$ cat src/rtl/image_upscale_bilinear_top_defines.svh
// Assertion macros for the bilinear upscaler top level.
// Expects clk and arst_n in the scope where a macro is used.
`ifndef IMAGE_UPSCALE_BILINEAR_TOP_DEFINES_SVH
`define IMAGE_UPSCALE_BILINEAR_TOP_DEFINES_SVH

// The consequent must hold in the same cycle as the antecedent.
`define IUB_CHECK_NOW(label, ante, cons) \
	label: assert property (@(posedge clk) disable iff (!arst_n) (ante) |-> (cons)) \
		else $error("image_upscale_bilinear: same-cycle check failed");

// The consequent must hold in the cycle after the antecedent.
`define IUB_CHECK_NEXT(label, ante, cons) \
	label: assert property (@(posedge clk) disable iff (!arst_n) (ante) |=> (cons)) \
		else $error("image_upscale_bilinear: next-cycle check failed");

`endif

$ cat src/rtl/iub_pkg.sv
// Shared constants, types and codes for the bilinear upscaler.
// Used by every module of the block but iub_ram; depends on nothing else.
`default_nettype none

package iub_pkg;

	// Image geometry and fixed-point format.
	localparam int SRC_HEIGHT = 60;
	localparam int SRC_WIDTH  = 94;
	localparam int DST_HEIGHT = 120;
	localparam int DST_WIDTH  = 188;
	localparam int FRAC_BITS  = 8;

	// Field widths of the item ports.
	localparam int IDX_W = 13;
	localparam int PIX_W = 8;
	localparam int ROW_W = 7;
	localparam int COL_W = 8;

	localparam int PIX_COUNT = SRC_HEIGHT * SRC_WIDTH;

	// Source step per output pixel on each axis.
	localparam int STEP_Y   = (SRC_HEIGHT << FRAC_BITS) / DST_HEIGHT;
	localparam int STEP_X   = (SRC_WIDTH << FRAC_BITS) / DST_WIDTH;
	localparam int STEP_Y_W = $clog2(STEP_Y + 1);
	localparam int STEP_X_W = $clog2(STEP_X + 1);
	localparam int POS_Y_W  = ROW_W + STEP_Y_W;
	localparam int POS_X_W  = COL_W + STEP_X_W;
	localparam int YI_W     = $clog2(SRC_HEIGHT);
	localparam int XI_W     = $clog2(SRC_WIDTH);
	localparam int WGT_W    = FRAC_BITS + 1;

	// The source image is split into four banks by row and column parity,
	// so the four taps of one query always fall into different banks.
	localparam int NUM_BANKS  = 4;
	localparam int BANK_H     = (SRC_HEIGHT + 1) / 2;
	localparam int BANK_W     = (SRC_WIDTH + 1) / 2;
	localparam int BANK_DEPTH = BANK_H * BANK_W;
	localparam int BADDR_W    = $clog2(BANK_DEPTH);
	localparam int BROW_W     = (BANK_H > 1) ? $clog2(BANK_H) : 1;
	localparam int BCOL_W     = (BANK_W > 1) ? $clog2(BANK_W) : 1;

	// Reciprocal of the source width for splitting a load index.
	localparam int RECIP_SHIFT = 20;
	localparam int RECIP       = (1 << RECIP_SHIFT) / SRC_WIDTH;
	localparam int RECIP_W     = $clog2(RECIP + 1);

	// Queue between the front and the back.
	localparam int QUEUE_DEPTH = 8;
	localparam int QPTR_W      = $clog2(QUEUE_DEPTH);
	localparam int QCNT_W      = $clog2(QUEUE_DEPTH + 1);

	// Interpolation sums.
	localparam int A_W = PIX_W + FRAC_BITS;
	localparam int V_W = PIX_W + 2 * FRAC_BITS;

	// Request codes.
	localparam logic REQ_LOAD  = 1'b0;
	localparam logic REQ_QUERY = 1'b1;

	// One decoded item as it waits between the front and the back.
	typedef struct packed {
		logic                                is_query;
		logic [NUM_BANKS-1:0]                wr_en;
		logic [PIX_W-1:0]                    wdata;
		logic [NUM_BANKS-1:0][BADDR_W-1:0]   addr;
		logic                                y_odd;
		logic                                x_odd;
		logic [FRAC_BITS-1:0]                fy;
		logic [FRAC_BITS-1:0]                fx;
		logic [ROW_W-1:0]                    row;
		logic [COL_W-1:0]                    col;
	} iub_entry_t;

	typedef struct packed {
		logic       valid;
		iub_entry_t entry;
	} iub_item_t;

endpackage

`default_nettype wire

$ cat src/rtl/iub_queue.sv
// Short queue of decoded items between the front and the back.
// Uses iub_pkg for the entry type and depth.
`default_nettype none

module iub_queue (
	input  logic                       clk,
	input  logic                       arst_n,
	input  iub_pkg::iub_item_t         push,
	input  logic                       pop,
	output iub_pkg::iub_item_t         head,
	output logic [iub_pkg::QCNT_W-1:0] level
);

	import iub_pkg::*;

	iub_entry_t        mem_q [QUEUE_DEPTH];
	logic [QPTR_W-1:0] wr_ptr_q;
	logic [QPTR_W-1:0] rd_ptr_q;
	logic [QCNT_W-1:0] level_q;
	logic              do_pop;

	assign head.valid = (level_q != '0);
	assign head.entry = mem_q[rd_ptr_q];
	assign level      = level_q;
	assign do_pop     = pop && head.valid;

	always_ff @(posedge clk) begin
		if (push.valid) begin
			mem_q[wr_ptr_q] <= push.entry;
		end
	end

	// The front never pushes without a free slot.
	always_ff @(posedge clk or negedge arst_n) begin
		if (!arst_n) begin
			wr_ptr_q <= '0;
			rd_ptr_q <= '0;
			level_q  <= '0;
		end else begin
			if (push.valid) begin
				wr_ptr_q <= (wr_ptr_q == QPTR_W'(QUEUE_DEPTH - 1)) ? '0 : wr_ptr_q + QPTR_W'(1);
			end
			if (do_pop) begin
				rd_ptr_q <= (rd_ptr_q == QPTR_W'(QUEUE_DEPTH - 1)) ? '0 : rd_ptr_q + QPTR_W'(1);
			end
			case ({push.valid, do_pop})
				2'b10:   level_q <= level_q + QCNT_W'(1);
				2'b01:   level_q <= level_q - QCNT_W'(1);
				default: level_q <= level_q;
			endcase
		end
	end

endmodule

`default_nettype wire

$ cat config.mk
export PLATFORM = sky130hd
export DESIGN_NAME = iub_queue
export DESIGN_NICKNAME = d
export VERILOG_FILES = /design/src/rtl/image_upscale_bilinear_top_defines.svh /design/src/rtl/iub_pkg.sv /design/src/rtl/iub_queue.sv
export SDC_FILE = /design/constraint.sdc
export NUM_CORES = 1
export LEC_CHECK = 0
export ABC_AREA = 1
export BUFFER_PORTS_ARGS = -buffer_cell sky130_fd_sc_hd__buf_2
export CAP_MARGIN = 25
export CORE_ASPECT_RATIO = 1.5
export CORE_UTILIZATION = 50
export DETAILED_ROUTE_END_ITERATION = 10
export PLACE_DENSITY_LB_ADDON = 0.1
export SLEW_MARGIN = 20
export SYNTH_ARGS = -nofsm -noshare
export SYNTH_HDL_FRONTEND = slang
export SYNTH_SLANG_ARGS = --single-unit
$ cat constraint.sdc
create_clock -name clk -period 9.36 [get_ports clk]
set_input_delay 0.936 -clock clk [delete_from_list [all_inputs] [get_ports clk]]
set_output_delay 0.936 -clock clk [all_outputs]
set_load 0.01 [all_outputs]
==> results of run 1 <==
metal layers:
metal,global-route usage,vias up
li1,-,8396
met1,0.314,8903
met2,0.369,401
met3,0.0357,79
met4,0.0791,10
met5,0,-
where the power goes:
part           leakage [µW]  switching (µW)  internal, µW
clock               0.00101            1160          1460
sequential          0.00666             210          4020
combinational       0.00360            2360          1050
worst max-delay path, cell delays in order, from the launching register on:
cell     delay (ps)
dfrtp_4         610
buf_4           710
buf_4           810
o21ai_0         240
o21ai_1         330
nand2_1          80
nand2_1          70
buf_2           130
area by class of cell:
class | instances | area share
repair buffers | 214 | 0.0373
inverters | 12 | 0.00165
clock inverters | 34 | 0.00760
clock buffers | 86 | 0.0556
flip-flops and latches | 730 | 0.672
multi-input cells | 1412 | 0.196
diodes | 7 | 0.000538
well taps | 770 | 0.0296
worst paths after layout:
check	startpoint	end	slack (ps)
max	rd_ptr_q[0]	head[69]	4760
min in group clk	wr_ptr_q[0]	wr_ptr_q[0]	570
max in group asynchronous	arst_n	rd_ptr_q[2]	8930
max reg2reg	wr_ptr_q[0]	mem_q[2][11]	6270
min	arst_n	level[1]	200
min reg2reg	wr_ptr_q[0]	wr_ptr_q[0]	570
cell usage after synthesis, drive strengths merged:
library cell,count,share of area
a21oi,1,0.00017
o21ai,546,0.095
ha,7,0.0030
xor2,1,0.00030
xnor2,2,0.00060
nand3,3,0.00051
edfxtp,720,0.74
clkbuf,62,0.0084
nand2,297,0.038
buf,76,0.024
nor2,554,0.079
dfrtp,10,0.0086
o21a,1,0.00026
inv,12,0.0015
registers in the layout (all words and copies together) (netlist names):
register,cells
level,4
mem_q,720
rd_ptr_q,3
wr_ptr_q,3
metrics by stage:
step | instance area [µm²] | hold WS (ps) | cells | util
5_1_grt | 32600 | 198 | 3263 | 0.565
3_3_place_gp | 30400 | 523 | 3136 | 0.528
4_1_cts | 32600 | 168 | 3258 | 0.564
6_report | 32600 | 196 | 3265 | 0.565
3_5_place_dp | 30500 | 548 | 3138 | 0.529
2_1_floorplan | 29200 | 513 | 2292 | -
cell families (layout without fill, tap and decap cells):
| logic type | count (synthesis) | count (layout) |
|---|---|---|
| flops | 730 | 730 |
| xor+xnor | 3 | 3 |
| compound gates | 548 | 548 |
| fa+ha+maj | 7 | 7 |
| buf+inv | 150 | 346 |
| other cells | 0 | 7 |
| simple gates | 854 | 854 |
layout by cell type, fill, tap and decap left out:
master and count:
edfxtp_1 720, nor2_1 456, o21ai_1 349, nand2_1 297, buf_2 188, o21ai_0 187, nor2_2 90, clkbuf_16 70
buf_4 21, clkinv_1 19, clkbuf_1 16, o21ai_2 10, inv_1 10, clkinv_2 8, nor2_4 8, diode_2 7
ha_1 7, dfrtp_1 7, inv_6 4, nand3_1 3, bufinv_16 3, buf_12 3, dfrtp_4 3, xnor2_1 2
buf_16 2, inv_8 1, a21oi_1 1, xor2_1 1, o21a_1 1, clkinv_8 1
==> flow_summary.yaml, run 1 <==
setup_path:
  r2r_cells: 5
  cp.required_ps: 8420
  crit_type: "reg -> out"
  cp-end-kind: "output port"
  arrival_ps: 3670
  cp-start-kind: "flop"
  worst-path-max-fanout: 74
synthesis:
  synth_fa_ha_area_frac: 0.00300
  ys_warn_count: 0
  yosysUniqueCellTypes: 23
  synth-compound-area-share: 0.0954
  synth_mux_area_frac: 0
  syn_avg_cell_area_um2: 12.7
  synthSimpleGateAreaFrac: 0.118
  syn_inst: 2292
  syn_nets: 2393
  synth_top_family_by_area: "simple AND/OR/NAND/NOR gates"
  ys_seq_area_frac: 0.750
  synth_xor_xnor_area_share: 0.000901
  synth_area_um2: 29200
  ys_ff_latch: 730
clock_tree:
  cts_buffers: 68
  clockBufferDepth: 3
  hold_buffers: 0
  clock-sinks: 730
  post_cts_buffers: 0
  cts_tree: "built"
  root_buffer: "clkbuf_16"
  cts_max_level: 3
  insertion_delay_ps: 600
  cts_resized: 0
  clk_pin_slew_ps: 60
route:
  detail_route.wirelength.met1_um: 29200
  num_vias: 17800
  wl_per_cell_um: 20.5
  dr_wl_met2_um: 33000
  via_per_inst: 5.45
  antenna_left: 0
  drt_wl_total_um: 66900
  routed-wl-met3_um: 3250
  firstDrtPassIters: 5
  drc: 0
  drt-initial-drc-count: 1250
  topRoutingLayerUsed: "met5"
sta:
  tightest_slew_ps: 1140
  setup_violations: 0
  fin_crit_sh: 0.492
  worst_clock_skew_ps: 14.6
  finalHoldViolations: 0
  slew_viol_final: 0
  fin_ws_ps: 4760
  fin_crit_ps: 4600
  timing.fmax_mhz: 217
  tns_ps: 0
  maxSlewHeadroom: 0.241
  rsz0062_at_grt: "no"
global_routing:
  gr-total-overflow: 0
  grt_max_degree: 203
  grt_pass1_vias: 17300
  grt_pass1_wl_um: 101000
  grt_usage: 0.228
  antenna_found_initial: 11
die:
  initial_utilization: 0.506
  die_y_um: 298
  io_pins: 189
  fp.dieW_um: 199
  fp-row-count: 108
  die_area_um2: 59300
  core_um2: 57700
hold_path:
  hold_class: "in -> async"
final_layout:
  drive_gt1_frac: 0.166
  finalNetCount: 2539
  seq_area_um2: 21900
  fill_cells: 4792
  multi_input_area_um2: 6390
  syn2layout_area_growth_pct: 11.7
pwr:
  finalPower_uw: 10200
  p_leak_uw: 0.0113
  vdd_drop_max_v: 0.000272
  p_per_area_nw_per_um2: 315
placement:
  dp_hpwl_um: 34700
  numPortBuffers: 188
  gp_congestion: 0.754
  pre_cts_ws_ps: 5370
outcome:
  status: "finished clean"
run:
  drv_cap: 0
No activity file was read; power rests on OpenSTA's default activity.
==> inputs of run 2 (changes only) <==
clock period = 4.1 ns   (was 9.36 ns; I/O delays follow)
==> flow_summary.yaml, run 2 (synthesized netlist as in run 1, its figures left out) <==
die:
  fp.dieW_um: 199
  core_um2: 57700
  die_area_um2: 59300
  io_pins: 189
  die_y_um: 298
  initial_utilization: 0.506
  fp-row-count: 108
final_layout:
  syn2layout_area_growth_pct: 12.2
  regMostFlops: "mem_q"
  drive_gt1_frac: 0.169
  finalNetCount: 2552
  largest_reg_flops: 720
  fin_util: 0.567
  final_common_cell: "edfxtp_1"
  layout_common_cells: "720 x edfxtp_1, 456 x nor2_1, 349 x o21ai_1"
outcome:
  status: "finished clean"
sta:
  maxSlewHeadroom: 0.294
  timing.fmax_mhz: 291
  setup_violations: 0
  worst_clock_skew_ps: 11.2
  timing.hold.ws_ps: 68.3
  tightest_slew_ps: 1060
  rsz0062_at_grt: "no"
  finalHoldViolations: 0
  fin_crit_sh: 0.839
  slew_viol_final: 0
  fin_crit_ps: 3440
  tns_ps: 0
global_routing:
  grt_pass1_wl_um: 99800
  antenna_found_initial: 7
  grt_usage: 0.225
  grt_pass1_vias: 17300
  grt_max_degree: 208
  gr-total-overflow: 0
setup_path:
  crit_chain: "buf_12 > o21ai_0 > o21ai_1 > nand2_1 > nand2_1 > buf_2"
  cp-end-kind: "output port"
  cp_slowest_cell: "buf_12"
  crit_type: "reg -> out"
  arrival_ps: 3030
  cpMostUsedCell: "nand2_1"
  worst-path-max-fanout: 207
  cp-start-kind: "flop"
  critPathMaxStageDelay_ps: 750
  cp.required_ps: 3690
  r2r_cells: 5
route:
  drt-initial-drc-count: 1063
  firstDrtPassIters: 5
  antenna_left: 0
  drt_wl_total_um: 65500
  num_vias: 17700
  drc: 0
  wl_per_cell_um: 20.0
  via_per_inst: 5.40
clock_tree:
  post_cts_buffers: 0
  cts_buffers: 68
  cts_max_level: 3
  insertion_delay_ps: 590
  clock-sinks: 730
  clockBufferDepth: 3
  root_buffer: "clkbuf_16"
  clk_pin_slew_ps: 60
  cts_tree: "built"
placement:
  gp_congestion: 0.744
  dp_hpwl_um: 33300
  numPortBuffers: 188
pwr:
  vdd_drop_max_v: 0.000584
  p_leak_uw: 0.0113
  p_per_area_nw_per_um2: 715
hold_path:
  hold_class: "in -> reg"
  whs_path_depth: 1
run:
  drv_cap: 0
-- run 2: worst paths after layout --
check / startpoint / slack [ps] / endpoint
min reg2reg: wr_ptr_q[0] / 570 / wr_ptr_q[0]
max: rd_ptr_q[0] / 660 / head[36]
max in group asynchronous: arst_n / 3620 / rd_ptr_q[1]
max reg2reg: rd_ptr_q[2] / 1720 / rd_ptr_q[2]
min in group asynchronous: arst_n / 250 / wr_ptr_q[1]
min: push[28] / 70 / mem_q[5][28]
-- run 2: worst max-delay path, delay by kind of cell (launching register included) --
family	cells	cell delay, ps
DFF	1	710
and+or+nand+nor	2	190
AOI/OAI and AO/OA	2	430
buffers and inverters	2	880
-- run 2: layout make-up --
type | instances | area, µm²
sequential | 730 | 21900
fill | 4767 | 25000
clock buffer | 85 | 1790
timing repair buffer | 227 | 1410
multi-input combinational | 1412 | 6390
antenna | 4 | 10.0
tap | 770 | 963
clock inverter | 35 | 241
inverter | 12 | 53.8
-- run 2: stage by stage --
stage                     worst slack [ps]  area [µm²]  std cells  power [µW]
after floorplan                       -739       29200       2292       15300
after global placement                1290       30700       3150       17700
after detailed placement              1270       30700       3150       17800
after CTS                              623       32700       3271       23700
after global routing                   465       32700       3272       24900
final                                  660       32700       3275       23400
-- run 2: routing by layer --
metal / part of all wire / global-route usage
met2: 0.50 / 0.384
met3: 0.052 / 0.0428
met1: 0.42 / 0.287
met5: 0.0011 / 0
met4: 0.023 / 0.0692
-- run 2: what timing repair did --
action                                 CTS  global route
resized for setup                        0             0
endpoints found under the hold margin   10             0
hold buffers                             1             0
-- run 2: where the power goes --
| part | switching (µW) | internal, µW |
|---|---|---|
| registers | 382 | 9160 |
| logic | 5460 | 2510 |
| clock network | 2620 | 3280 |
| total | 8450 | 15000 |
