--- src/rtl/image_upscale_bilinear_top_defines.svh ---
// Assertion macros for the bilinear upscaler top level.
// Expects clk and arst_n in the scope where a macro is used.
`ifndef IMAGE_UPSCALE_BILINEAR_TOP_DEFINES_SVH
`define IMAGE_UPSCALE_BILINEAR_TOP_DEFINES_SVH

// The consequent must hold in the same cycle as the antecedent.
`define IUB_CHECK_NOW(label, ante, cons) \
	label: assert property (@(posedge clk) disable iff (!arst_n) (ante) |-> (cons)) \
		else $error("image_upscale_bilinear: same-cycle check failed");

// The consequent must hold in the cycle after the antecedent.
`define IUB_CHECK_NEXT(label, ante, cons) \
	label: assert property (@(posedge clk) disable iff (!arst_n) (ante) |=> (cons)) \
		else $error("image_upscale_bilinear: next-cycle check failed");

`endif

--- src/rtl/iub_pkg.sv ---
// Shared constants, types and codes for the bilinear upscaler.
// Used by every module of the block but iub_ram; depends on nothing else.
`default_nettype none

package iub_pkg;

	// Image geometry and fixed-point format.
	localparam int SRC_HEIGHT = 60;
	localparam int SRC_WIDTH  = 94;
	localparam int DST_HEIGHT = 120;
	localparam int DST_WIDTH  = 188;
	localparam int FRAC_BITS  = 8;

	// Field widths of the item ports.
	localparam int IDX_W = 13;
	localparam int PIX_W = 8;
	localparam int ROW_W = 7;
	localparam int COL_W = 8;

	localparam int PIX_COUNT = SRC_HEIGHT * SRC_WIDTH;

	// Source step per output pixel on each axis.
	localparam int STEP_Y   = (SRC_HEIGHT << FRAC_BITS) / DST_HEIGHT;
	localparam int STEP_X   = (SRC_WIDTH << FRAC_BITS) / DST_WIDTH;
	localparam int STEP_Y_W = $clog2(STEP_Y + 1);
	localparam int STEP_X_W = $clog2(STEP_X + 1);
	localparam int POS_Y_W  = ROW_W + STEP_Y_W;
	localparam int POS_X_W  = COL_W + STEP_X_W;
	localparam int YI_W     = $clog2(SRC_HEIGHT);
	localparam int XI_W     = $clog2(SRC_WIDTH);
	localparam int WGT_W    = FRAC_BITS + 1;

	// The source image is split into four banks by row and column parity,
	// so the four taps of one query always fall into different banks.
	localparam int NUM_BANKS  = 4;
	localparam int BANK_H     = (SRC_HEIGHT + 1) / 2;
	localparam int BANK_W     = (SRC_WIDTH + 1) / 2;
	localparam int BANK_DEPTH = BANK_H * BANK_W;
	localparam int BADDR_W    = $clog2(BANK_DEPTH);
	localparam int BROW_W     = (BANK_H > 1) ? $clog2(BANK_H) : 1;
	localparam int BCOL_W     = (BANK_W > 1) ? $clog2(BANK_W) : 1;

	// Reciprocal of the source width for splitting a load index.
	localparam int RECIP_SHIFT = 20;
	localparam int RECIP       = (1 << RECIP_SHIFT) / SRC_WIDTH;
	localparam int RECIP_W     = $clog2(RECIP + 1);

	// Queue between the front and the back.
	localparam int QUEUE_DEPTH = 8;
	localparam int QPTR_W      = $clog2(QUEUE_DEPTH);
	localparam int QCNT_W      = $clog2(QUEUE_DEPTH + 1);

	// Interpolation sums.
	localparam int A_W = PIX_W + FRAC_BITS;
	localparam int V_W = PIX_W + 2 * FRAC_BITS;

	// Request codes.
	localparam logic REQ_LOAD  = 1'b0;
	localparam logic REQ_QUERY = 1'b1;

	// One decoded item as it waits between the front and the back.
	typedef struct packed {
		logic                                is_query;
		logic [NUM_BANKS-1:0]                wr_en;
		logic [PIX_W-1:0]                    wdata;
		logic [NUM_BANKS-1:0][BADDR_W-1:0]   addr;
		logic                                y_odd;
		logic                                x_odd;
		logic [FRAC_BITS-1:0]                fy;
		logic [FRAC_BITS-1:0]                fx;
		logic [ROW_W-1:0]                    row;
		logic [COL_W-1:0]                    col;
	} iub_entry_t;

	typedef struct packed {
		logic       valid;
		iub_entry_t entry;
	} iub_item_t;

endpackage

`default_nettype wire

--- src/rtl/iub_front.sv ---
// Front of the upscaler: accepts items, splits load indexes into bank
// addresses and turns queries into tap addresses and weights. Uses iub_pkg.
`default_nettype none

module iub_front (
	input  logic                       clk,
	input  logic                       arst_n,
	input  logic                       req_valid,
	output logic                       req_stall,
	input  logic                       req_type,
	input  logic [iub_pkg::IDX_W-1:0]  load_index,
	input  logic [iub_pkg::PIX_W-1:0]  pixel_value,
	input  logic [iub_pkg::ROW_W-1:0]  out_row,
	input  logic [iub_pkg::COL_W-1:0]  out_col,
	input  logic [iub_pkg::QCNT_W-1:0] level,
	output iub_pkg::iub_item_t         push
);

	import iub_pkg::*;

	logic                            accept;
	logic [QCNT_W:0]                 occupancy;
	logic [IDX_W+RECIP_W-1:0]        prod;

	// Stage 1
	logic                            v_s1;
	logic                            query_s1;
	logic                            inrange_s1;
	logic [IDX_W-1:0]                li_s1;
	logic [IDX_W-1:0]                rest_s1;
	logic [PIX_W-1:0]                pv_s1;
	logic [POS_Y_W-1:0]              posy_s1;
	logic [POS_X_W-1:0]              posx_s1;
	logic [ROW_W-1:0]                row_s1;
	logic [COL_W-1:0]                col_s1;

	// Stage 2 inputs and registers
	logic [NUM_BANKS-1:0]            wr_en_n;
	logic [BROW_W-1:0]               brow_e_n;
	logic [BROW_W-1:0]               brow_o_n;
	logic [BCOL_W-1:0]               bcol_e_n;
	logic [BCOL_W-1:0]               bcol_o_n;
	logic [YI_W-1:0]                 yi_n;
	logic [XI_W-1:0]                 xi_n;

	logic                            v_s2;
	logic                            query_s2;
	logic [NUM_BANKS-1:0]            wr_en_s2;
	logic [PIX_W-1:0]                pv_s2;
	logic [BROW_W-1:0]               brow_e_s2;
	logic [BROW_W-1:0]               brow_o_s2;
	logic [BCOL_W-1:0]               bcol_e_s2;
	logic [BCOL_W-1:0]               bcol_o_s2;
	logic                            y_odd_s2;
	logic                            x_odd_s2;
	logic [FRAC_BITS-1:0]            fy_s2;
	logic [FRAC_BITS-1:0]            fx_s2;
	logic [ROW_W-1:0]                row_s2;
	logic [COL_W-1:0]                col_s2;

	// Stage 3
	logic [NUM_BANKS-1:0][BADDR_W-1:0] addr_n;
	logic                            v_s3;
	iub_entry_t                      entry_s3;

	// Every item in flight in the front has a queue slot reserved for it.
	assign occupancy = (QCNT_W+1)'(level) + (QCNT_W+1)'(v_s1) + (QCNT_W+1)'(v_s2)
		+ (QCNT_W+1)'(v_s3);
	assign req_stall = occupancy >= (QCNT_W+1)'(QUEUE_DEPTH);
	assign accept    = req_valid && !req_stall;

	assign prod = (IDX_W+RECIP_W)'(load_index) * (IDX_W+RECIP_W)'(RECIP);

	always_ff @(posedge clk or negedge arst_n) begin
		if (!arst_n) begin
			v_s1 <= 1'b0;
			v_s2 <= 1'b0;
			v_s3 <= 1'b0;
		end else begin
			v_s1 <= accept;
			v_s2 <= v_s1;
			v_s3 <= v_s2;
		end
	end

	always_ff @(posedge clk) begin
		query_s1   <= (req_type == REQ_QUERY);
		inrange_s1 <= 32'(load_index) < 32'(PIX_COUNT);
		li_s1      <= load_index;
		rest_s1    <= IDX_W'(prod >> RECIP_SHIFT);
		pv_s1      <= pixel_value;
		posy_s1    <= POS_Y_W'(out_row) * POS_Y_W'(STEP_Y);
		posx_s1    <= POS_X_W'(out_col) * POS_X_W'(STEP_X);
		row_s1     <= out_row;
		col_s1     <= out_col;
	end

	// The row estimate from the reciprocal is exact or one short.
	always_comb begin
		logic [IDX_W-1:0]   rw_prod;
		logic [IDX_W-1:0]   crem;
		logic [IDX_W-1:0]   lrow;
		logic [IDX_W-1:0]   lcol;
		logic [1:0]         lbank;
		logic [POS_Y_W-FRAC_BITS-1:0] ipy;
		logic [POS_X_W-FRAC_BITS-1:0] ipx;
		logic [YI_W:0]      yi1;
		logic [XI_W:0]      xi1;

		rw_prod = IDX_W'(rest_s1 * IDX_W'(SRC_WIDTH));
		crem    = li_s1 - rw_prod;
		if (crem >= IDX_W'(SRC_WIDTH)) begin
			lrow = rest_s1 + IDX_W'(1);
			lcol = crem - IDX_W'(SRC_WIDTH);
		end else begin
			lrow = rest_s1;
			lcol = crem;
		end
		lbank = {lrow[0], lcol[0]};

		ipy = posy_s1[POS_Y_W-1:FRAC_BITS];
		ipx = posx_s1[POS_X_W-1:FRAC_BITS];
		if (32'(ipy) >= 32'(SRC_HEIGHT - 1)) begin
			yi_n = YI_W'(SRC_HEIGHT - 2);
		end else begin
			yi_n = YI_W'(ipy);
		end
		if (32'(ipx) >= 32'(SRC_WIDTH - 1)) begin
			xi_n = XI_W'(SRC_WIDTH - 2);
		end else begin
			xi_n = XI_W'(ipx);
		end
		yi1 = (YI_W+1)'(yi_n) + (YI_W+1)'(1);
		xi1 = (XI_W+1)'(xi_n) + (XI_W+1)'(1);

		if (query_s1) begin
			wr_en_n  = '0;
			brow_e_n = BROW_W'(yi1 >> 1);
			brow_o_n = BROW_W'(yi_n >> 1);
			bcol_e_n = BCOL_W'(xi1 >> 1);
			bcol_o_n = BCOL_W'(xi_n >> 1);
		end else begin
			wr_en_n  = inrange_s1 ? (NUM_BANKS'(1) << lbank) : '0;
			brow_e_n = BROW_W'(lrow >> 1);
			brow_o_n = BROW_W'(lrow >> 1);
			bcol_e_n = BCOL_W'(lcol >> 1);
			bcol_o_n = BCOL_W'(lcol >> 1);
		end
	end

	always_ff @(posedge clk) begin
		query_s2  <= query_s1;
		wr_en_s2  <= wr_en_n;
		pv_s2     <= pv_s1;
		brow_e_s2 <= brow_e_n;
		brow_o_s2 <= brow_o_n;
		bcol_e_s2 <= bcol_e_n;
		bcol_o_s2 <= bcol_o_n;
		y_odd_s2  <= yi_n[0];
		x_odd_s2  <= xi_n[0];
		fy_s2     <= posy_s1[FRAC_BITS-1:0];
		fx_s2     <= posx_s1[FRAC_BITS-1:0];
		row_s2    <= row_s1;
		col_s2    <= col_s1;
	end

	// Bank k holds rows of parity k[1] and columns of parity k[0].
	always_comb begin
		for (int k = 0; k < NUM_BANKS; k++) begin
			addr_n[k] = BADDR_W'((k / 2 == 1 ? brow_o_s2 : brow_e_s2) * BADDR_W'(BANK_W))
				+ BADDR_W'(k % 2 == 1 ? bcol_o_s2 : bcol_e_s2);
		end
	end

	always_ff @(posedge clk) begin
		entry_s3.is_query <= query_s2;
		entry_s3.wr_en    <= wr_en_s2;
		entry_s3.wdata    <= pv_s2;
		entry_s3.addr     <= addr_n;
		entry_s3.y_odd    <= y_odd_s2;
		entry_s3.x_odd    <= x_odd_s2;
		entry_s3.fy       <= fy_s2;
		entry_s3.fx       <= fx_s2;
		entry_s3.row      <= row_s2;
		entry_s3.col      <= col_s2;
	end

	assign push.valid = v_s3;
	assign push.entry = entry_s3;

endmodule

`default_nettype wire

--- config.mk ---
export PLATFORM = sky130hd
export DESIGN_NAME = iub_front
export DESIGN_NICKNAME = d
export VERILOG_FILES = /design/src/rtl/image_upscale_bilinear_top_defines.svh /design/src/rtl/iub_pkg.sv /design/src/rtl/iub_front.sv
export SDC_FILE = /design/constraint.sdc
export NUM_CORES = 1
export LEC_CHECK = 0
export BUFFER_PORTS_ARGS = -buffer_cell sky130_fd_sc_hd__buf_2
export CAP_MARGIN = 20
export CORE_MARGIN = 5
export CORE_UTILIZATION = 45
export DETAILED_ROUTE_END_ITERATION = 7
export PLACE_DENSITY = 0.65
export SETUP_SLACK_MARGIN = 0.15
export SLEW_MARGIN = 10
export SYNTH_ARGS = -nofsm -noshare
export SYNTH_HDL_FRONTEND = slang
export SYNTH_SLANG_ARGS = --single-unit
--- constraint.sdc ---
create_clock -name clk -period 14.12 [get_ports clk]
set_clock_uncertainty 0.1 [all_clocks]
set_input_delay 2.824 -clock clk [delete_from_list [all_inputs] [get_ports clk]]
set_output_delay 2.824 -clock clk [all_outputs]
set_load 0.05 [all_outputs]
==> results of run 1 <==
-- layout by cell type (no fill, tap or decap), types with 4 or more instances in the layout --
cell type / count
ha_1: 207
dfxtp_1: 171
inv_1: 164
buf_2: 121
fa_1: 88
nor2_1: 60
xnor2_1: 55
a21oi_1: 49
nand3_1: 27
o21ai_0: 26
nand2_1: 25
nor2b_1: 18
xor2_1: 17
clkbuf_16: 17
nor3_1: 14
conb_1: 14
a21o_1: 13
nand2b_1: 11
o21a_1: 10
and2_1: 9
mux2i_1: 8
o31a_1: 7
o21bai_1: 7
or2_2: 6
a211oi_1: 6
nand4_1: 5
a31oi_1: 4
inv_8: 4
-- area by class of cell --
| cell class | instances | area (µm²) | area share, % |
|---|---|---|---|
| Clock buffer | 18 | 439 | 3.41 |
| Clock inverter | 14 | 151 | 1.18 |
| Inverter | 164 | 616 | 4.78 |
| Multi-Input combinational cell | 736 | 7150 | 55.5 |
| Sequential cell | 174 | 3500 | 27.2 |
| Tap cell | 330 | 413 | 3.21 |
| Timing Repair Buffer | 122 | 613 | 4.76 |
-- state kept, by name, indices dropped and copies added, names as in the netlist, 4 cells and up --
name       count
col_s1         8
push          74
pv_s2          8
li_s1         13
bcol_o_s2      6
wr_en_s2       4
col_s2         8
bcol_e_s2      6
brow_o_s2      5
rest_s1        7
pv_s1          8
row_s2         7
row_s1         7
brow_e_s2      5
-- metal layers --
layer | track usage (%) | share of wire (%)
met5 | 0 | 0
met4 | 5.04 | 1.9
met3 | 2.66 | 3.8
met2 | 27.4 | 48
met1 | 20.1 | 46
-- stage by stage --
step | worst slack (ns) | utilization (%) | instances | hold WS (ns) | instance area [µm²]
after floorplan | 6.55 | - | 1098 | 0.210 | 11400
after global placement | 6.39 | 49.1 | 1526 | 0.210 | 12300
after detailed placement | 6.30 | 49.1 | 1526 | 0.212 | 12300
after CTS | 6.72 | 51.5 | 1558 | 0.224 | 12900
after global routing | 6.51 | 51.5 | 1558 | 0.229 | 12900
final | 6.72 | 51.5 | 1558 | 0.222 | 12900
-- logic make-up (layout without fill, tap and decap cells) --
family | count (synthesis) | in the layout | synth area share (%)
fa+ha+maj | 295 | 295 | 38.2
simple gates | 192 | 192 | 8.49
buf+inv | 188 | 318 | 6.84
flops | 174 | 174 | 30.7
compound gates | 149 | 149 | 8.72
xor+xnor | 72 | 72 | 5.54
mux | 14 | 14 | 1.40
other cells | 1 | 14 | 0.0330
-- worst register-to-register path: stages, from the launching register on --
cell and delay [ns]:
dfxtp_1 0.51, inv_1 0.20, fa_1 0.54, inv_1 0.05, ha_1 0.27, inv_1 0.06, fa_1 0.59, inv_1 0.06
ha_1 0.29, a21o_1 0.15, a21oi_1 0.21, o21bai_1 0.09, a21oi_1 0.22, o21bai_1 0.08, a21oi_1 0.17, xor2_1 0.09
ha_1 0.38, inv_1 0.08, nor3_1 0.31, a21oi_1 0.13, mux2_2 0.27, o2111a_2 0.16, o211ai_4 0.27, a21boi_0 0.29
o32a_1 0.40
-- final timing paths --
check | startpoint | endpoint | slack (ns) | depth (start not counted)
min in group asynchronous | arst_n | v_s3 | 2.07 | 1
max in group asynchronous | arst_n | v_s1 | 11.74 | 1
max reg2reg | rest_s1[3] | bcol_o_s2[3] | 8.03 | 24
max | level[0] | req_stall | 6.72 | 7
min reg2reg | wr_en_s2[0] | push[85] | 0.22 | 0
min | wr_en_s2[0] | push[85] | 0.22 | 0
==> summary.md, run 1 <==
| Metric | Value |
|---|---|
| Status | `finished, final reports clean` |
| Starting density of the core | `45.5%` |
| Antenna violations before repair | `0` |
| Die Ht | `between 150 and 200 µm` |
| Critical path buffers and inverters | `2` |
| Most used flip-flop cell after synthesis | `dfxtp_1` |
| Top cell types by occurrence after synthesis | `ha_1 (207), dfxtp_1 (171), inv_1 (164)` |
| # rows | `58` |
| CTS max path bufs | `2` |
| WL final | `21.6 mm` |
| Worst path top cell family by delay | `adder cells` |
| CP max stage delay | `around 0.48 ns` |
| GRT Overall Usage | `about 16%` |
| Startpoint types | `input port` |
| CTS tree | `done` |
| DR DRC count | `0` |
| Register area share after synthesis | `just over 30%` |
| Antenna-violating nets left | `0` |
| Crit-path max FO | `2` |
| Num CTS Buffers | `17` |
| # clock sinks | `174` |
| Period utilization | `52.4%` |
| First-pass GRT wire length | `~37 mm` |
| IO Port Bufs | `roughly 120` |
| P&R area growth vs syn | `13.2%` |
| WP data arrival | `~4.5 ns` |
| Count leader, synth | `ha_1` |
| Drt wl/cell | `between 10 and 15 µm` |
| Cell-by-cell trace of the critical path | `buf_2, fa_1, ha_1, fa_1, nor2b_1, a31oi_1, buf_2` |
| Setup crit end kind | `output port` |
| Synth cell types | `65` |
| Required @ worst endpoint | `roughly 11 ns` |
| Die area | `~0.029 mm²` |
| Post-synth top area cell | `dfxtp_1` |
| Final Setup Violations | `0` |
| Fin crit period | `7.40 ns` |
| Worst hold path class | `register to register` |
| WS Path Type | `input port to output port` |
| Fillers | `about 2300` |
| Synth area leaders | `dfxtp_1 (30%), ha_1 (23%), fa_1 (15%)` |
| Measured slew at the worst slew-check pin | `0.758 ns` |
| Number of global-route vias before repair | `~7700` |
| Largest net degree at the start of global routing | `34` |
| Setup TNS | `0 ns` |
| Vias | `7545` |
| Total grt overflow | `0` |
| RSZ-0062 raised after global routing | `false` |
| Detailed Place HPWL | `18.1 mm` |
| Slowest cell on crit path | `fa_1` |
| # IOs | `~140` |
| Final Max Tran Viols | `0` |
| Core area | `0.0250 mm²` |
| Fin. Hold Viols | `0` |
| Vias per cell | `4.84` |
| Ys async rst share | `approximately 1.7%` |
| Post-synthesis cell area | `0.0114 mm²` |
| Post-CTS Setup Inserts | `0` |
| Clock-pin slew on the worst setup and hold paths | `about 0.070 ns` |
| Hold buffer count at cts | `0` |
| Worst rel slew slack | `between 40% and 50%` |
| EDFF count, synth | `0` |
| Clk root buf | `clkbuf_16` |
| Nets@finish | `between 1500 and 2000` |
| H-tree levels | `4` |
| GPL Wtd Cong | `0.875` |
| Cells after synthesis | `1085` |
| Synth top area share | `30.1%` |
| Die Width | `169 µm` |
| Antenna diodes | `0` |
| DRT iter0 DRCs | `around 270` |
| Pre-antenna DRT Iters | `4` |
| Mapped Avg Cell Area | `10.5 µm²` |
| Fmax achieved | `approximately 140 MHz` |
| Max cap viols | `0` |
| Warnings from Yosys | `0` |
| Synthesis-stage register bit count | `~170` |
| Share of cells above drive strength 1 | `between 10% and 20%` |
| Clock Latency Late Sink | `0.43 ns` |
| Number of gates resized after CTS | `0` |
Power of run 1 is not shown: default switching activity piles up to over one toggle a cycle in this logic, so the estimate is an artifact.
==> run 2: changes to the inputs <==
--- a/config.mk
+++ b/config.mk
@@ -5,12 +5,13 @@
 export SDC_FILE = /design/constraint.sdc
 export NUM_CORES = 1
 export LEC_CHECK = 0
+export ABC_AREA = 1
 export BUFFER_PORTS_ARGS = -buffer_cell sky130_fd_sc_hd__buf_2
 export CAP_MARGIN = 20
 export CORE_MARGIN = 5
 export CORE_UTILIZATION = 45
 export DETAILED_ROUTE_END_ITERATION = 7
-export PLACE_DENSITY = 0.65
+export PLACE_DENSITY = 0.68
 export SETUP_SLACK_MARGIN = 0.15
 export SLEW_MARGIN = 10
 export SYNTH_ARGS = -nofsm -noshare
==> constraint.sdc (replaced) <==
create_clock -name clk -period 6.32 [get_ports clk]
set_clock_uncertainty 0.1 [all_clocks]
set_input_delay 1.264 -clock clk [delete_from_list [all_inputs] [get_ports clk]]
set_output_delay 1.264 -clock clk [all_outputs]
set_load 0.05 [all_outputs]
==> run 2 against run 1 <==
Critical path depth increased by 22; clock-buffer cell count stayed put; register-to-register slack worse by 7.0 ns; flip-flop and latch count did not move; via count rose by 12%; largest cell class unchanged; core utilization is essentially flat; worst setup slack got worse by 5.7 ns; global-route usage is 0.34 points higher.
==> summary.md, run 2 <==
| Metric | Value |
|---|---|
| Status | `finished, final reports clean` |
| Clock-pin slew on the worst setup and hold paths | `0.07 ns (about the same)` |
| Synth cell types | `36 (-45%)` |
| Detailed Place HPWL | `19.5 mm (+7.7%)` |
| # rows | `59 (+1.7%)` |
| GRT Overall Usage | `16.1% (+0.34 points)` |
| # clock sinks | `174 (unchanged)` |
| Final Max Tran Viols | `0 (unchanged)` |
| Most frequent cells in the layout | `nand2_1 (258), inv_1 (246), ha_1 (207)` |
| Fmax achieved | `190 MHz` |
| Antenna diodes | `0 (unchanged)` |
| WL final | `22.9 mm (+6.0%)` |
| CTS max path bufs | `2 (unchanged)` |
| Period utilization | `about 83%` |
| Synth top area share | `28.8% (-1.2 points)` |
| H-tree levels | `4 (unchanged)` |
| Finished Cell Area | `0.0134 mm² (+3.9%)` |
| Core area | `0.0260 mm² (+3.8%)` |
| Synthesis-stage register bit count | `174 (unchanged)` |
| Post-synthesis cell area | `0.0119 mm² (+4.3%)` |
| Fillers | `2446 (+6.7%)` |
| Starting density of the core | `45.7% (+0.23 points)` |
| Final Setup Violations | `0 (unchanged)` |
| Top cell types by occurrence after synthesis | `nand2_1 (258), inv_1 (246), ha_1 (207)` |
| Count leader, synth | `nand2_1` |
| Share of cells above drive strength 1 | `12.1% (-2.0 points)` |
| Worst hold path class | `register to register` |
| Largest register FFs | `74 (unchanged)` |
| Setup TNS | `0 ns (unchanged)` |
| Nets@finish | `1794 (+15%)` |
| Post-synth top area cell | `dfxtp_1` |
| Mapped Avg Cell Area | `8.97 µm² (-15%)` |
| Synth area leaders | `dfxtp_1 (29%), ha_1 (22%), fa_1 (15%)` |
| P&R area growth vs syn | `12.7%` |
| IO Port Bufs | `121 (unchanged)` |
| Number of global-route vias before repair | `8505 (+11%)` |
| DRT iter0 DRCs | `354 (+32%)` |
| Vias per cell | `4.68 (-3.4%)` |
| Slowest cell on crit path | `fa_1` |
| First-pass GRT wire length | `39.2 mm (+7.1%)` |
| Clk root buf | `clkbuf_16` |
| Pre-antenna DRT Iters | `4 (unchanged)` |
| Register area share after synthesis | `29.5% (-1.3 points)` |
| DR DRC count | `0 (unchanged)` |
| Placed cells | `1771 (+16%)` |
| Fin crit period | `between 5 and 6 ns` |
| RSZ-0062 raised after global routing | `false` |
| Crit-path max FO | `13 (+11)` |
| Total grt overflow | `0 (unchanged)` |
| Max cap viols | `0 (unchanged)` |
| Fin. Hold Viols | `0 (unchanged)` |
| EDFF count, synth | `0 (unchanged)` |
| Num CTS Buffers | `17 (unchanged)` |
| Most used cell, CP | `nand2_1` |
| Required @ worst endpoint | `6.53 ns (-4.67 ns)` |
| Most used flip-flop cell after synthesis | `dfxtp_1` |
| Number of gates resized after CTS | `0 (unchanged)` |
| Largest net degree at the start of global routing | `24 (-29%)` |
| Die area | `0.0297 mm² (+4.1%)` |
| Antenna-violating nets left | `0 (unchanged)` |
| Warnings from Yosys | `0 (unchanged)` |
| Die Width | `172 µm (+2.0%)` |
| Setup crit end kind | `register` |
| Startpoint types | `register` |
| WS Path Type | `register to register` |
| Cell Area, Placed | `0.0128 mm² (+4.0%)` |
| Drt wl/cell | `12.7 µm (-8.4%)` |
| CTS tree | `done` |
| Cells after synthesis | `1324 (+22%)` |
| Clock Latency Late Sink | `0.42 ns (about the same)` |
| Post-Layout Cell Count | `1803 (+16%)` |
| GPL Wtd Cong | `0.894 (+2.1%)` |
| Vias | `8433 (+12%)` |
| Die Ht | `172 µm (+2.0%)` |
| Hold buffer count at cts | `0 (unchanged)` |
| # IOs | `136 (unchanged)` |
| WP data arrival | `5.48 ns (+1.01 ns)` |
| Ys async rst share | `1.72% (unchanged)` |
| CP max stage delay | `0.59 ns (+0.11 ns)` |
| Antenna violations before repair | `0 (unchanged)` |
| Most common cell after layout, fill and taps aside | `nand2_1` |
| Post-CTS Setup Inserts | `0 (unchanged)` |
[run 2: worst paths after layout]
kind                            cells after the start  slack (ns)       start            to
worst max-delay path                               29        1.05  rest_s1[2]  bcol_e_s2[5]
worst min-delay path                                0        0.22   col_s2[1]       push[1]
worst max register to register                     29        1.05  rest_s1[2]  bcol_e_s2[5]
worst min register to register                      0        0.22   col_s2[1]       push[1]
max in group asynchronous                           1        5.49      arst_n          v_s1
min in group asynchronous                           1        0.52      arst_n          v_s3
[run 2: final cells by class]
class	instances	area [µm²]	share of cell area, %
well taps	335	419	3.13
inverters	248	931	6.96
multi-input cells	892	7330	54.8
clock buffers	18	439	3.28
repair buffers	122	613	4.58
clock inverters	14	153	1.14
flip-flops and latches	174	3500	26.1
[run 2: cell families (layout without fill, tap and decap cells)]
kind of cell	Yosys count	count (layout)	synth area share, %
DFF	174	174	29.5
and+or+nand+nor	414	414	14.9
adders and majority gates	295	295	36.7
xor gates and xnor gates	64	64	4.79
AOI/OAI and AO/OA	105	105	4.95
other	1	14	0.0316
buffers and inverters	271	402	9.23
[run 2: critical path, delay by kind of cell, from the launching register on]
kind	cells	cell delay, ns
and+or+nand+nor	14	1.51
xor gates and xnor gates	1	0.18
AOI/OAI and AO/OA	4	0.52
buffers and inverters	5	0.36
adders and majority gates	5	1.98
DFF	1	0.51
[run 2: stage by stage]
stage | util (%) | worst slack [ns] | hold slack (ns)
2_1_floorplan | - | 1.27 | 0.210
4_1_cts | 51.5 | 1.03 | 0.228
5_1_grt | 51.5 | 0.563 | 0.236
6_report | 51.5 | 1.05 | 0.225
3_5_place_dp | 49.2 | 0.791 | 0.212
3_3_place_gp | 49.2 | 0.866 | 0.210
[run 2: routing by layer]
metal  global-route usage [%]  wire length (µm)  up-vias
li1                         -                 -     4407
met5                        0                 0        -
met3                     2.67              1000       27
met4                     3.38               420        0
met2                     28.8             11200      143
met1                     20.5             10200     3856
Power of run 2 is left out for the same reason.
